`src/rtl/eafr_pkg.sv`:
```
// eafr_pkg: shared types and constants for the escaped api frame receiver
// no dependencies; imported by every module of the block

package eafr_pkg;

    // framing codes on the serial link
    localparam logic [7:0] START_CODE = 8'h7E;
    localparam logic [7:0] ESC_CODE   = 8'h7D;
    localparam logic [7:0] ESC_XOR    = 8'h20;

    // header bytes counted in the length field besides the payload
    localparam logic [15:0] HEADER_LEN = 16'd12;

    // checksum base
    localparam logic [7:0] SUM_BASE = 8'hFF;

    // configuration register map
    localparam int unsigned REG_FRAME_TYPE  = 0;
    localparam logic [7:0]  FRAME_TYPE_RESET = 8'h90;

    // result status codes
    localparam logic STATUS_GOOD = 1'b0;
    localparam logic STATUS_BAD  = 1'b1;

    // frame descriptor passed from the parser to the emitter
    typedef struct packed {
        logic        status;
        logic [6:0]  count;
        logic [63:0] src_addr;
        logic [15:0] net_addr;
        logic [7:0]  options;
    } frame_desc_t;

endpackage

```
`src/rtl/eafr_fifo.sv`:
```
// eafr_fifo: two-entry queue of frame descriptors between parser and emitter
// depends on eafr_pkg for frame_desc_t

module eafr_fifo
    import eafr_pkg::*;
(
    input  logic        clk,
    input  logic        rst_n,
    input  logic        push,
    input  frame_desc_t push_desc,
    input  logic        pop,
    output frame_desc_t pop_desc,
    output logic        full,
    output logic        empty
);

    frame_desc_t entry_reg [2];
    logic        wr_ptr_reg;
    logic        wr_ptr_next;
    logic        rd_ptr_reg;
    logic        rd_ptr_next;
    logic [1:0]  count_reg;
    logic [1:0]  count_next;

    assign full     = (count_reg == 2'd2);
    assign empty    = (count_reg == 2'd0);
    assign pop_desc = entry_reg[rd_ptr_reg];

    // pointer and fill count update
    always_comb
    begin
        wr_ptr_next = wr_ptr_reg;
        rd_ptr_next = rd_ptr_reg;
        count_next  = count_reg;
        if (push)
        begin
            wr_ptr_next = ~wr_ptr_reg;
        end
        if (pop)
        begin
            rd_ptr_next = ~rd_ptr_reg;
        end
        if (push && !pop)
        begin
            count_next = count_reg + 2'd1;
        end
        else if (pop && !push)
        begin
            count_next = count_reg - 2'd1;
        end
    end

    always_ff @(posedge clk or negedge rst_n)
    begin
        if (!rst_n)
        begin
            wr_ptr_reg <= 1'b0;
            rd_ptr_reg <= 1'b0;
            count_reg  <= 2'd0;
        end
        else
        begin
            wr_ptr_reg <= wr_ptr_next;
            rd_ptr_reg <= rd_ptr_next;
            count_reg  <= count_next;
        end
    end

    // descriptor storage
    always_ff @(posedge clk)
    begin
        if (push)
        begin
            entry_reg[wr_ptr_reg] <= push_desc;
        end
    end

endmodule

```
`src/rtl/eafr_parse.sv`:
```
// eafr_parse: byte-level deframer; strips escapes, parses the header,
// writes payload bytes to the store and queues one descriptor per checked frame
// depends on eafr_pkg

module eafr_parse
    import eafr_pkg::*;
#(
    parameter int MAX_PAYLOAD = 64,
    parameter int IDX_W       = 6
)
(
    input  logic             clk,
    input  logic             rst_n,
    input  logic [7:0]       frame_type,
    input  logic             in_valid,
    output logic             in_stall,
    input  logic [7:0]       rx_byte,
    input  logic             queue_full,
    input  logic             store_busy,
    output logic             push,
    output frame_desc_t      push_desc,
    output logic             wr_en,
    output logic [IDX_W-1:0] wr_addr,
    output logic [7:0]       wr_data
);

    localparam logic [15:0] MAX_LEN = 16'(HEADER_LEN + 16'(MAX_PAYLOAD));

    typedef enum logic [9:0] {
        P_IDLE   = 10'b0000000001,
        P_LEN_HI = 10'b0000000010,
        P_LEN_LO = 10'b0000000100,
        P_TYPE   = 10'b0000001000,
        P_ADDR   = 10'b0000010000,
        P_NET_HI = 10'b0000100000,
        P_NET_LO = 10'b0001000000,
        P_OPT    = 10'b0010000000,
        P_DATA   = 10'b0100000000,
        P_SUM    = 10'b1000000000
    } phase_t;

    phase_t      phase_reg;
    phase_t      phase_next;
    logic        esc_reg;
    logic        esc_next;
    logic [2:0]  addr_cnt_reg;
    logic [2:0]  addr_cnt_next;
    logic [15:0] length_reg;
    logic [15:0] length_next;
    logic [63:0] src_reg;
    logic [63:0] src_next;
    logic [15:0] net_reg;
    logic [15:0] net_next;
    logic [7:0]  opt_reg;
    logic [7:0]  opt_next;
    logic [7:0]  sum_reg;
    logic [7:0]  sum_next;
    logic [6:0]  recv_reg;
    logic [6:0]  recv_next;
    logic [6:0]  expect_reg;
    logic [6:0]  expect_next;
    logic        accept;
    logic [7:0]  data_byte;

    // hold input while the queue is full, and hold payload bytes while the store is still being read out
    assign in_stall = queue_full || ((phase_reg == P_DATA) && store_busy);
    assign accept   = in_valid && !in_stall;

    assign data_byte = esc_reg ? (rx_byte ^ ESC_XOR) : rx_byte;

    assign push_desc.status   = ((SUM_BASE - sum_reg) == data_byte) ? STATUS_GOOD : STATUS_BAD;
    assign push_desc.count    = expect_reg;
    assign push_desc.src_addr = src_reg;
    assign push_desc.net_addr = net_reg;
    assign push_desc.options  = opt_reg;

    assign wr_addr = recv_reg[IDX_W-1:0];
    assign wr_data = data_byte;

    // frame parser
    always_comb
    begin
        phase_next    = phase_reg;
        esc_next      = esc_reg;
        addr_cnt_next = addr_cnt_reg;
        length_next   = length_reg;
        src_next      = src_reg;
        net_next      = net_reg;
        opt_next      = opt_reg;
        sum_next      = sum_reg;
        recv_next     = recv_reg;
        expect_next   = expect_reg;
        push          = 1'b0;
        wr_en         = 1'b0;
        if (accept)
        begin
            if (rx_byte == START_CODE)
            begin
                phase_next = P_LEN_HI;
                esc_next   = 1'b0;
            end
            else if (rx_byte == ESC_CODE)
            begin
                esc_next = 1'b1;
            end
            else
            begin
                esc_next = 1'b0;
                unique case (phase_reg)
                    P_IDLE:
                    begin
                        phase_next = P_IDLE;
                    end
                    P_LEN_HI:
                    begin
                        length_next = {data_byte, 8'h00};
                        phase_next  = P_LEN_LO;
                    end
                    P_LEN_LO:
                    begin
                        length_next = {length_reg[15:8], data_byte};
                        phase_next  = P_TYPE;
                    end
                    P_TYPE:
                    begin
                        sum_next      = data_byte;
                        addr_cnt_next = 3'd0;
                        phase_next    = (data_byte == frame_type) ? P_ADDR : P_IDLE;
                    end
                    P_ADDR:
                    begin
                        src_next      = {src_reg[55:0], data_byte};
                        sum_next      = sum_reg + data_byte;
                        addr_cnt_next = addr_cnt_reg + 3'd1;
                        if (addr_cnt_reg == 3'd7)
                        begin
                            phase_next = P_NET_HI;
                        end
                    end
                    P_NET_HI:
                    begin
                        net_next   = {data_byte, 8'h00};
                        sum_next   = sum_reg + data_byte;
                        phase_next = P_NET_LO;
                    end
                    P_NET_LO:
                    begin
                        net_next   = {net_reg[15:8], data_byte};
                        sum_next   = sum_reg + data_byte;
                        phase_next = P_OPT;
                    end
                    P_OPT:
                    begin
                        opt_next  = data_byte;
                        sum_next  = sum_reg + data_byte;
                        recv_next = 7'd0;
                        if ((length_reg <= HEADER_LEN) || (length_reg > MAX_LEN))
                        begin
                            phase_next = P_IDLE;
                        end
                        else
                        begin
                            expect_next = 7'(length_reg - HEADER_LEN);
                            phase_next  = P_DATA;
                        end
                    end
                    P_DATA:
                    begin
                        wr_en     = 1'b1;
                        recv_next = recv_reg + 7'd1;
                        sum_next  = sum_reg + data_byte;
                        if ((recv_reg + 7'd1) >= expect_reg)
                        begin
                            phase_next = P_SUM;
                        end
                    end
                    P_SUM:
                    begin
                        push       = 1'b1;
                        phase_next = P_IDLE;
                    end
                    default:
                    begin
                        phase_next = P_IDLE;
                    end
                endcase
            end
        end
    end

    always_ff @(posedge clk or negedge rst_n)
    begin
        if (!rst_n)
        begin
            phase_reg    <= P_IDLE;
            esc_reg      <= 1'b0;
            addr_cnt_reg <= 3'd0;
            length_reg   <= 16'd0;
            src_reg      <= 64'd0;
            net_reg      <= 16'd0;
            opt_reg      <= 8'd0;
            sum_reg      <= 8'd0;
            recv_reg     <= 7'd0;
            expect_reg   <= 7'd0;
        end
        else
        begin
            phase_reg    <= phase_next;
            esc_reg      <= esc_next;
            addr_cnt_reg <= addr_cnt_next;
            length_reg   <= length_next;
            src_reg      <= src_next;
            net_reg      <= net_next;
            opt_reg      <= opt_next;
            sum_reg      <= sum_next;
            recv_reg     <= recv_next;
            expect_reg   <= expect_next;
        end
    end

endmodule

```
`src/rtl/eafr_emit.sv`:
```
// eafr_emit: payload store and readout sequencer; turns one descriptor into
// a run of payload results or a single error result
// depends on eafr_pkg

module eafr_emit
    import eafr_pkg::*;
#(
    parameter int MAX_PAYLOAD = 64,
    parameter int IDX_W       = 6
)
(
    input  logic             clk,
    input  logic             rst_n,
    input  logic             wr_en,
    input  logic [IDX_W-1:0] wr_addr,
    input  logic [7:0]       wr_data,
    input  logic             queue_empty,
    input  frame_desc_t      pop_desc,
    output logic             pop,
    output logic             active,
    output logic             out_valid,
    input  logic             out_stall,
    output logic [7:0]       payload_byte,
    output logic             is_last,
    output logic             frame_status,
    output logic [63:0]      source_address,
    output logic [15:0]      source_network_address,
    output logic [7:0]       receive_options,
    output logic [6:0]       payload_length
);

    typedef enum logic [2:0] {
        E_IDLE = 3'b001,
        E_READ = 3'b010,
        E_SEND = 3'b100
    } emit_state_t;

    logic [7:0]  store_mem [MAX_PAYLOAD];
    logic [7:0]  rd_data_reg;
    emit_state_t state_reg;
    emit_state_t state_next;
    frame_desc_t desc_reg;
    frame_desc_t desc_next;
    logic [6:0]  idx_reg;
    logic [6:0]  idx_next;
    logic        last;

    assign active = (state_reg != E_IDLE);
    assign pop    = (state_reg == E_IDLE) && !queue_empty;
    assign last   = (desc_reg.status == STATUS_BAD) || (idx_reg == (desc_reg.count - 7'd1));

    // result fields straight from registers
    assign out_valid              = (state_reg == E_SEND);
    assign payload_byte           = (desc_reg.status == STATUS_BAD) ? 8'h00 : rd_data_reg;
    assign is_last                = last;
    assign frame_status           = desc_reg.status;
    assign source_address         = desc_reg.src_addr;
    assign source_network_address = desc_reg.net_addr;
    assign receive_options        = desc_reg.options;
    assign payload_length         = desc_reg.count;

    // payload store, one write and one registered read port
    always_ff @(posedge clk)
    begin
        if (wr_en)
        begin
            store_mem[wr_addr] <= wr_data;
        end
        rd_data_reg <= store_mem[idx_reg[IDX_W-1:0]];
    end

    // readout sequencer
    always_comb
    begin
        state_next = state_reg;
        desc_next  = desc_reg;
        idx_next   = idx_reg;
        unique case (state_reg)
            E_IDLE:
            begin
                if (!queue_empty)
                begin
                    desc_next  = pop_desc;
                    idx_next   = 7'd0;
                    state_next = (pop_desc.status == STATUS_BAD) ? E_SEND : E_READ;
                end
            end
            E_READ:
            begin
                state_next = E_SEND;
            end
            E_SEND:
            begin
                if (!out_stall)
                begin
                    if (last)
                    begin
                        state_next = E_IDLE;
                    end
                    else
                    begin
                        idx_next   = idx_reg + 7'd1;
                        state_next = E_READ;
                    end
                end
            end
            default:
            begin
                state_next = E_IDLE;
            end
        endcase
    end

    always_ff @(posedge clk or negedge rst_n)
    begin
        if (!rst_n)
        begin
            state_reg <= E_IDLE;
            idx_reg   <= 7'd0;
        end
        else
        begin
            state_reg <= state_next;
            idx_reg   <= idx_next;
        end
    end

    always_ff @(posedge clk)
    begin
        desc_reg <= desc_next;
    end

endmodule

```
`src/rtl/escaped_api_frame_receiver.sv`:
```
// escaped_api_frame_receiver: top level; config register, parser, queue, emitter
// depends on eafr_pkg, eafr_parse, eafr_fifo, eafr_emit
//
//  channel  | handshake            | payload
//  ---------+----------------------+---------------------------------------------
//  input    | in_valid / in_stall  | rx_byte
//  output   | out_valid / out_stall| payload_byte, is_last, frame_status,
//           |                      | source_address, source_network_address,
//           |                      | receive_options, payload_length
//  config   | psel/penable/pwrite  | paddr, pwdata, prdata, pready
//
// the parser takes one byte per cycle while in_stall is low
// a good frame reads out each payload byte by a store read, then a send that holds while out_stall is high
// an error result is presented in the cycle after its descriptor is dequeued
// payload bytes of the next frame stall while an earlier readout is pending
// reset clears parser, queue and sequencer; the payload store is not cleared

module escaped_api_frame_receiver
    import eafr_pkg::*;
#(
    parameter int MAX_PAYLOAD = 64
)
(
    input  logic        clk,
    input  logic        rst_n,
    input  logic        in_valid,
    output logic        in_stall,
    input  logic [7:0]  rx_byte,
    output logic        out_valid,
    input  logic        out_stall,
    output logic [7:0]  payload_byte,
    output logic        is_last,
    output logic        frame_status,
    output logic [63:0] source_address,
    output logic [15:0] source_network_address,
    output logic [7:0]  receive_options,
    output logic [6:0]  payload_length,
    input  logic        psel,
    input  logic        penable,
    input  logic        pwrite,
    input  logic [2:0]  paddr,
    input  logic [31:0] pwdata,
    output logic [31:0] prdata,
    output logic        pready
);

    localparam int IDX_W = (MAX_PAYLOAD > 1) ? $clog2(MAX_PAYLOAD) : 1;

    logic [7:0]       frame_type_reg;
    logic [7:0]       frame_type_next;
    logic             reg_sel;
    logic             push;
    logic             pop;
    frame_desc_t      push_desc;
    frame_desc_t      pop_desc;
    logic             queue_full;
    logic             queue_empty;
    logic             emit_active;
    logic             store_busy;
    logic             wr_en;
    logic [IDX_W-1:0] wr_addr;
    logic [7:0]       wr_data;

    // configuration register
    assign pready  = 1'b1;
    assign reg_sel = (paddr[2] == 1'(REG_FRAME_TYPE));
    assign prdata  = reg_sel ? {24'd0, frame_type_reg} : 32'd0;

    always_comb
    begin
        frame_type_next = frame_type_reg;
        if (psel && penable && pwrite && reg_sel)
        begin
            frame_type_next = pwdata[7:0];
        end
    end

    always_ff @(posedge clk or negedge rst_n)
    begin
        if (!rst_n)
        begin
            frame_type_reg <= FRAME_TYPE_RESET;
        end
        else
        begin
            frame_type_reg <= frame_type_next;
        end
    end

    // store is busy until every queued frame has been read out
    assign store_busy = !queue_empty || emit_active;

    eafr_parse #(
        .MAX_PAYLOAD (MAX_PAYLOAD),
        .IDX_W       (IDX_W)
    ) u_parse (
        .clk        (clk),
        .rst_n      (rst_n),
        .frame_type (frame_type_reg),
        .in_valid   (in_valid),
        .in_stall   (in_stall),
        .rx_byte    (rx_byte),
        .queue_full (queue_full),
        .store_busy (store_busy),
        .push       (push),
        .push_desc  (push_desc),
        .wr_en      (wr_en),
        .wr_addr    (wr_addr),
        .wr_data    (wr_data)
    );

    eafr_fifo u_fifo (
        .clk       (clk),
        .rst_n     (rst_n),
        .push      (push),
        .push_desc (push_desc),
        .pop       (pop),
        .pop_desc  (pop_desc),
        .full      (queue_full),
        .empty     (queue_empty)
    );

    eafr_emit #(
        .MAX_PAYLOAD (MAX_PAYLOAD),
        .IDX_W       (IDX_W)
    ) u_emit (
        .clk                    (clk),
        .rst_n                  (rst_n),
        .wr_en                  (wr_en),
        .wr_addr                (wr_addr),
        .wr_data                (wr_data),
        .queue_empty            (queue_empty),
        .pop_desc               (pop_desc),
        .pop                    (pop),
        .active                 (emit_active),
        .out_valid              (out_valid),
        .out_stall              (out_stall),
        .payload_byte           (payload_byte),
        .is_last                (is_last),
        .frame_status           (frame_status),
        .source_address         (source_address),
        .source_network_address (source_network_address),
        .receive_options        (receive_options),
        .payload_length         (payload_length)
    );

endmodule
```
`config.mk`:
```
export PLATFORM = sky130hd
export DESIGN_NAME = escaped_api_frame_receiver
export DESIGN_NICKNAME = d
export VERILOG_FILES = /design/src/rtl/eafr_pkg.sv /design/src/rtl/eafr_fifo.sv /design/src/rtl/eafr_parse.sv /design/src/rtl/eafr_emit.sv /design/src/rtl/escaped_api_frame_receiver.sv
export SDC_FILE = /design/constraint.sdc
export NUM_CORES = 1
export LEC_CHECK = 0
export BUFFER_PORTS_ARGS = -buffer_cell sky130_fd_sc_hd__buf_2
export CORE_MARGIN = 8
export CORE_UTILIZATION = 40
export DETAILED_ROUTE_END_ITERATION = 8
export GPL_ROUTABILITY_DRIVEN = 0
export MAX_ROUTING_LAYER = met4
export PLACE_DENSITY = 0.55
export SYNTH_ARGS = -nofsm -noshare
export SYNTH_HDL_FRONTEND = slang
export SYNTH_SLANG_ARGS = --single-unit
```
`constraint.sdc`:
```
create_clock -name clk -period 10.52 [get_ports clk]
set_input_delay 1.052 -clock clk [delete_from_list [all_inputs] [get_ports clk]]
set_output_delay 1.052 -clock clk [all_outputs]
set_load 0.05 [all_outputs]
```
Word level (Yosys, flattened, before mapping). Memories as Yosys holds them, arrays and structs flattened. A register that Yosys moved wholly into a read port is not among the register bits. Cells that the tools add are included.

Memories kept: 2. Bits in read-only memories: 0. Bits in writable memories: 704. Register bits after elaboration: 258. Input port bits: 50. Output and inout port bits: 140. Bits in latches: 0.

Muxes and demuxes: 41. Shift operators: 0. $add $sub $neg: 9. Bitwise operators: 10. Multiply operators: 0. Reduce and logical (&&, ||, !) cells: 39. Eq/ne operators: 26. Divide/modulo/power cells: 0. Magnitude comparators: 3.

Memory list: u_emit.store_mem (depth 64, bits a word 8, rd ports 1, clocked after Yosys merged registers in 1, wr ports 1, RTL line eafr_emit.sv:38) `logic [7:0] store_mem [MAX_PAYLOAD];`; u_fifo.entry_reg (depth 2, bits a word 96, rd ports 1, clocked after Yosys merged registers in 0, wr ports 1, RTL line eafr_fifo.sv:17) `frame_desc_t entry_reg [2];`.

Operators with widths (number): case mux 10 bit (8 select lines) (1); case mux 16 bit (2 select lines) (2); two-way mux 10 bit (4); AND reduction 4 bit (9); case mux 7 bit (2 select lines) (2); two-way mux 7 bit (3); equality test 8 x 7 -> 1 bit (second input constant) (2); equality test 8 bit (2); greater-than comparator 16 x 7 -> 1 bit (second input constant) (1); <= comparator 16 x 4 -> 1 bit (second input constant) (1); two-way mux 8 bit (2); case mux 8 bit (2 select lines) (1); two-way mux 1 bit (15); AND reduction 5 bit (3); adder 7 x 1 -> 7 bit (second input constant) (2); nonzero test 2 bit (7); equality test 10 bit (second input constant) (1); equality test 10 x 2 -> 1 bit (second input constant) (1); equality test 10 x 3 -> 1 bit (second input constant) (1); equality test 10 x 4 -> 1 bit (second input constant) (1); equality test 10 x 5 -> 1 bit (second input constant) (1); equality test 10 x 6 -> 1 bit (second input constant) (1); equality test 10 x 7 -> 1 bit (second input constant) (1); equality test 10 x 8 -> 1 bit (second input constant) (1); other kinds (32) (63).

Longest topological paths before layout. Gate-level depths: netlist of the first run.

Depth in word-level cells: 12. Gate-level depth with buffers: 11. Mapped depth without buffers: 10.

Modules after synthesis. From an unflattened synthesis of the first run, not the netlist that was laid out.

Cells, all modules: 1989. Area total of the unflattened synthesis: 38244.2 um^2.

By module, submodules not included: eafr_emit (area an instance 23719.0 um^2, sequential area each 18669.2 um^2, cells each 1052, times used 1); eafr_fifo (area an instance 7231.9 um^2, sequential area each 5865.6 um^2, cells each 315, times used 1); eafr_parse (area an instance 6705.2 um^2, sequential area each 3504.6 um^2, cells each 569, times used 1); escaped_api_frame_receiver (area an instance 588.1 um^2, sequential area each 202.7 um^2, cells each 53, times used 1).

Worst setup path before layout of the first run. Ideal clock, no wire load.

Path kind: input-to-reg. Start point: input rx_byte[4]. End point: memory u_fifo.entry_reg[0][0] (netlist bit), enable pin. Stages on the path: 6. Path buffers: 2. Path slack: 1.408 ns. Library setup time: 0.669 ns. Arrival time: 8.444 ns. Cell sequence: buf_4 and4b_1 nand4_1 o211ai_4 buf_2 nor3_1.

Cells in the longest elaborated chain, start to end: 6. Elaborated cells on any way between the ends: 7. Those cells by class: 2 x eq/ne; 5 x mux.

RTL lines: from (decl) (RTL line escaped_api_frame_receiver.sv:28) `input logic [7:0] rx_byte,`; equality test 8 x 7 -> 1 bit (RTL line eafr_parse.sv:102) `else if (rx_byte == ESC_CODE)`; two-way mux 1 bit (RTL line eafr_parse.sv:102); two-way mux 1 bit (*) (RTL line eafr_parse.sv:97) `if (rx_byte == START_CODE)`; two-way mux 1 bit (*) (RTL line eafr_parse.sv:95) `if (accept)`; two-way mux 1 bit (*) (RTL line eafr_fifo.sv:72) `if (push)`; two-way mux 1 bit (not written as such) (*) (RTL line eafr_fifo.sv:74) `entry_reg[wr_ptr_reg] <= push_desc;`; to (decl) (RTL line eafr_fifo.sv:17).

Every way passes the cells marked *; elsewhere a longest branch is shown, timed or not.

Final worst setup path of the first run.
Start point: register u_emit.idx_reg[5]. End point: output is_last.

Cells in the longest elaborated chain, start to end: 2.

RTL lines: from (decl) (RTL line eafr_emit.sv:44) `logic [6:0] idx_reg;`; from (signal assigned) (RTL line eafr_emit.sv:124) `idx_reg <= idx_next;`; equality test 7 bit (RTL line eafr_emit.sv:50) `assign last = (desc_reg.status == STATUS_BAD) || (idx_reg == (desc_reg.count - 7'd1));`; logical OR 1 bit (RTL line eafr_emit.sv:50); to (decl) (RTL line escaped_api_frame_receiver.sv:32) `output logic is_last,`.

No other way between the ends.

==> results of run 1 <==
## per-layer routing
metal,wire [um],part of all wire
met5,0,0
met4,1990,0.024
met3,4230,0.050
met2,41400,0.49
met1,36200,0.43
## path summary, 6_finish.rpt
check | from | endpoint | cells past startpoint
setup / recovery | u_emit.idx_reg[5] | is_last | 6
hold / removal | u_parse.src_reg[61] | u_fifo.entry_reg[1][85] | 0
setup reg to reg | u_emit.idx_reg[1] | u_emit.rd_data_reg[7] | 7
hold reg to reg | u_parse.src_reg[61] | u_fifo.entry_reg[1][85] | 0
max in group asynchronous | rst_n | u_parse.sum_reg[3] | 2
min in group asynchronous | rst_n | u_parse.net_reg[15] | 1
## layout by cell type, fill, tap and decap left out, types with 15 or more instances in the layout
cell	count
mux2_1	15
nand3_1	29
nand2_1	75
nor2_1	114
clkbuf_16	102
mux2_2	171
xor2_1	20
clkinv_1	18
a21oi_1	31
o21ai_0	30
ha_1	21
dfrtp_1	154
mux2i_1	15
edfxtp_1	800
buf_4	22
clkinv_2	17
mux4_2	154
xnor2_1	18
nor2b_1	30
clkbuf_1	30
buf_2	137
conb_1	25
inv_1	22
## cell families after synthesis
group,count (synthesis)
compound gates,129
xor+xnor,38
fa+ha+maj,22
flops,970
other cells,2
mux,369
buf+inv,144
simple gates,330
## through the flow
| stage | std cells | total power, uW | util | hold slack, ns |
|---|---|---|---|---|
| final | 3527 | 10100 | 0.457 | 0.460 |
| after global routing | 3527 | 10500 | 0.457 | 0.486 |
| after CTS | 3526 | 10300 | 0.457 | 0.467 |
| after detailed placement | 3334 | 6760 | 0.422 | 0.452 |
| after global placement | 3334 | 6740 | 0.422 | 0.444 |
| after floorplan | 2027 | 6190 | - | 0.435 |
## report_power, final
group	total, uW	internal (uW)	switching [uW]
Sequential	4700	4500	201
Combinational	1930	555	1370
Clock	3470	2020	1460
## worst max-delay path: stages (launching register included)
cell and delay (ns):
dfrtp_1 0.83, inv_1 0.57, a31oi_1 0.29, o41ai_1 0.10, a41oi_1 0.75, inv_1 0.11, buf_2 0.25
## layout make-up
| type | count | area [um2] |
|---|---|---|
| inverters | 25 | 96.3 |
| clock buffers | 139 | 2760 |
| fillers | 8106 | 51400 |
| diodes | 1 | 2.50 |
| well taps | 1265 | 1580 |
| repair buffers | 161 | 882 |
| clock inverters | 53 | 497 |
| flip-flops and latches | 970 | 28300 |
| multi-input cells | 913 | 9130 |
==> impl_results.md, run 1 <==
- Ys flop type: edfxtp_1
- Vias in the first global route: 19379
- Post-cts resize count: 0
- Adder-Cell Fraction of Synth Area: 0.00744
- Initial antenna violation count: 1
- Total global-route track usage: 0.164
- Met2 usage: 0.262
- IO Pins: 190
- Slew Limit Fails: 0
- Startpoint type of the worst setup path: register
- DP Worst Slack: 5.76 ns
- Slew @ Worst Pin: 1.08 ns
- Synth Register Bits: 970
- ANT nets after route: 0
- Worst vdd ir: 247 uV
- Power Density: 234 nW/um2
- Die H: 324 um
- Compound-Gate Fraction of Synth Area: 0.0229
- Min-delay worst type: reg2reg
- Placed inst area: 39900 um2
- Max cap viols: 0
- Starting Density: 0.402
- H-tree Lvls: 3
- Hold_buf cts: 0
- Core Footprint: 94600 um2
- Worst R2R Setup Slack: 6.39 ns
- Setup WS post-layout: 5.93 ns
- Detail Placement HPWL: 50200 um
- First DRT Iteration DRCs: 1379
- Largest family of logic cells by synthesized area: multiplexers
- Root buffer cell: clkbuf_16
- Sequential area share after synthesis: 0.743
- Layout area overhead: 13.7%
- I/O Buffers: 138
- Leak: 0.0149 uW
- Distinct cells, synth: 76
- Worst EP required: 9.47 ns
- Top cell type by total area after synthesis: edfxtp_1
- Number of flip-flops in the largest register: 512
- Total number of vias: 18545
- Setup crit end kind: output pin
- Critical path arrival: 3.54 ns
- Met3 Usage GRT: 0.0285
- Max Fanout on Critical Path: 17
- Crit path kind: reg2out
- CTS Buf Count: 102
- Synth Area in Simple Gates: 0.0424
- DRT Pass-1 Iters: 5
- Post-synth EDFFs: 800
- Post-synth top area share: 0.632
- Post-Synthesis Cell Area: 38000 um2
- Later-pin clock latency in the skew report: 0.66 ns
- Final WL: 83900 um
- Full die area: 105000 um2
- Met1 usage: 0.217
- Async SR Flop Fraction: 0.167
- Post-synth top cells: edfxtp_1 (800), mux2_2 (171), dfrtp_1 (158)
- RSZ-0062 raised after global routing: false
- CTS tree: done
- Gr busiest metal: met2
- Worst-path clk slew: 0.05 ns
- Post-synthesis xor/xnor area fraction: 0.00876
- Clock Skews: 0.0247 ns
- Crit share post-route: 0.436
- Number of setup buffers added after CTS: 0
- Status: finished, final reports clean
- Ranking of synthesized cells by area: edfxtp_1 (63%), dfrtp_1 (10%), mux4_2 (9.1%)
- Die W: 324 um
- Headroom to the max-slew limit: 0.277
- Layout cells sized above 1: 0.300
- Nets@finish: 2245
- Design area: 43200 um2
- Syn. warnings: 0
- Setup-failing EPs final: 0
- Largest net degree at the start of global routing: 92
- Synthesized area per cell: 19.0 um2
- Clock buffer depth: 3
- Global route overflow: 0
- First-pass GRT wire length: 125000 um
- Sink Count: 970
- Highest clock rate: 0.218 GHz
- Fin crit period: 4.59 ns
- Routed vias/inst: 5.26
- Post-synthesis mux area share: 0.156
- Per-cell routed wire length: 23.8 um
- Syn Inst Count: 2004
- Cell Rows: 113
- Final Hold Viols: 0
- Remaining DRCs: 0
- Most frequent cell after synthesis: edfxtp_1
- Final setup TNS: 0 ns
Power figures use the tool's default switching activity.
==> run 2, diff against run 1 <==
- PLACE_DENSITY: 0.55 -> 0.57
- clock period: 10.52 -> 3.9 ns (I/O delays scaled with it)
==> run 2 against run 1 <==
Non-clock buffer count grew 58. Combinational power grew to 2.8 times the previous value. Cell count grew 1.4%. Worst hold slack lost 0.33 ns. Die area is the same. Flip-flop and latch count is the same. Critical endpoint unchanged. Largest cell class unchanged. Highest routed layer unchanged.
==> impl_results.md, run 2 (synthesized netlist as in run 1, its figures left out) <==
- Die W: 324 um (unchanged)
- Crit share post-route: 0.867
- Clk network pwr share: 0.338 (-0.006)
- Max cap viols: 0 (unchanged)
- Global route overflow: 0 (unchanged)
- CP peak stage delay: 0.49 ns (-0.34 ns)
- Leak: 0.0152 uW (+2.0%)
- Detail Placement HPWL: 52200 um (+4.0%)
- Commonest non-fill, non-tap cell in the layout: edfxtp_1
- FILL cells: 7982 (-1.5%)
- Final Hold Viols: 0 (unchanged)
- Clock buffer depth: 3 (unchanged)
- Sw Share: 0.300 (about the same)
- First DRT Iteration DRCs: 1464 (+6.2%)
- Starting Density: 0.402 (unchanged)
- Power Density: 623 nW/um2 (+170%)
- Status: finished, final reports clean
- Min Hold Slack: 0.128 ns (-0.332 ns)
- Critical Path Source: u_emit.payload_length[0]
- H-tree Lvls: 3 (unchanged)
- Worst vdd ir: 501 uV (+100%)
- Layout area overhead: 15.1%
- Commonest non-fill, non-tap cells in the layout: edfxtp_1 (800), mux2_2 (171), mux4_2 (154), dfrtp_1 (154), buf_2 (137)
- Root buffer cell: clkbuf_16
- Core Footprint: 94600 um2 (unchanged)
- Slew @ Worst Pin: 1.08 ns (+0.00290 ns)
- Layout cells sized above 1: 0.316 (+0.0162)
- Combinational Power Share: 0.198 (+0.007)
- Fin cells: 3575 (+1.4%)
- Int Power: 19100 uW (+170%)
- Startpoint type of the worst setup path: register
- Total global-route track usage: 0.163 (-0.000693)
- I/O Buffers: 138 (unchanged)
- Number of setup buffers added after CTS: 0 (unchanged)
- Initial antenna violation count: 5 (+4)
- Setup-failing EPs final: 0 (unchanged)
- Full die area: 105000 um2 (unchanged)
- Critical path arrival: 2.99 ns (-0.55 ns)
- Largest net degree at the start of global routing: 108 (+17%)
- Reg power frac: 0.464 (about the same)
- R2R Path Start: u_parse.phase_reg[1]
- RSZ-0062 raised after global routing: false
- Worst EP required: 3.51 ns (-5.96 ns)
- Antenna diode count: 0 (-1)
- Vias in the first global route: 19420 (+0.21%)
- Worst-path clk slew: 0.06 ns (about the same)
- ANT nets after route: 0 (unchanged)
- Final WL: 83900 um (about the same)
- Number of flip-flops in the largest register: 512 (unchanged)
- Die H: 324 um (unchanged)
- DRT Pass-1 Iters: 5 (unchanged)
- Sink Count: 970 (unchanged)
- Worst Hold Launch: out_stall
- Remaining DRCs: 0 (unchanged)
- Inst Count DP: 3383 (+1.5%)
- Fin crit period: 3.38 ns
- Min-delay worst type: in2reg
- CTS tree: done
- Cell Rows: 113 (unchanged)
- CP cell instances: inv_1 -> ha_1 -> nor4b_1 -> a31oi_1 -> o41ai_1 -> a41oi_1 -> buf_4 -> inv_1 -> buf_2
- Slew Limit Fails: 0 (unchanged)
- Psw: 8170 uW (+170%)
- IO Pins: 190 (unchanged)
- Nets@finish: 2299 (+2.4%)
- Crit path kind: reg2out
- Max Fanout on Critical Path: 11 (-6)
- Setup crit end kind: output pin
- Highest clock rate: 0.296 GHz
- Total number of vias: 18709 (+0.88%)
- Later-pin clock latency in the skew report: 0.67 ns (about the same)
- Clock Skews: 0.0319 ns (+0.00722 ns)
- CTS Buf Count: 98 (-3.9%)
- Per-cell routed wire length: 23.5 um (-1.3%)
- Headroom to the max-slew limit: 0.278 (about the same)
- Most used cell, CP: inv_1
- Routed vias/inst: 5.23 (-0.47%)
- Worst path slowest cell: edfxtp_1
- First-pass GRT wire length: 125000 um (-0.37%)
-- run 2: final cells by class --
class | instances | area, um2 | share of cell area
clock buffer | 141 | 2770 | 0.0632
clock inverter | 42 | 415 | 0.00949
inverter | 25 | 96.3 | 0.00220
multi-input combinational | 913 | 9160 | 0.209
sequential | 970 | 28300 | 0.646
tap | 1265 | 1580 | 0.0362
timing repair buffer | 219 | 1490 | 0.0340
-- run 2: per-stage QoR --
step	setup TNS (ns)	util	power, uW	worst slack (ns)	area (um2)
finish	0	0.463	27300	0.518	43800
global placement	0	0.428	18300	0.691	40500
global route	0	0.463	28200	0.279	43800
floorplan	-6.43	-	16700	-0.0669	38100
detailed placement	0	0.428	18400	0.596	40500
CTS	0	0.463	27600	0.483	43800
-- run 2: what timing repair did --
item,4_1_cts,5_1_grt
hold endpoints to repair,110,0
hold buffers,9,0
gates resized for setup,0,0
-- run 2: worst paths after layout --
| kind | end | slack [ns] | cells past startpoint |
|---|---|---|---|
| max in group asynchronous | u_parse.src_reg[43] | 2.49 | 3 |
| min reg2reg | u_fifo.entry_reg[0][86] | 0.47 | 0 |
| max | is_last | 0.52 | 9 |
| max reg2reg | u_emit.store_mem[48][3] | 0.57 | 6 |
| min in group asynchronous | u_parse.net_reg[10] | 0.44 | 2 |
| min | u_emit.state_reg[2] | 0.13 | 3 |
-- run 2: power groups by stage --
stage	Clock, uW	Combinational [uW]	Sequential [uW]
after floorplan	0	2290	14400
after global placement	0	5420	12900
after detailed placement	0	5470	12900
after CTS	9440	5490	12700
after global routing	9830	5690	12700
final	9220	5380	12700
-- run 2: layer usage --
| layer | track usage | share of wire | vias up | wire length, um |
|---|---|---|---|---|
| met4 | 0.0436 | 0.019 | 0 | 1600 |
| met3 | 0.0290 | 0.057 | 117 | 4800 |
| met1 | 0.216 | 0.43 | 9789 | 36100 |
| li1 | - | - | 8303 | - |
| met2 | 0.261 | 0.49 | 500 | 41400 |
| met5 | - | 0 | - | 0 |
-- run 2: critical path, delay by kind of cell (launching register included) --
family	cells	cell delay, ns
compound gates	3	0.57
simple gates	1	0.27
flops	1	0.49
fa+ha+maj	1	0.26
buf+inv	4	0.72
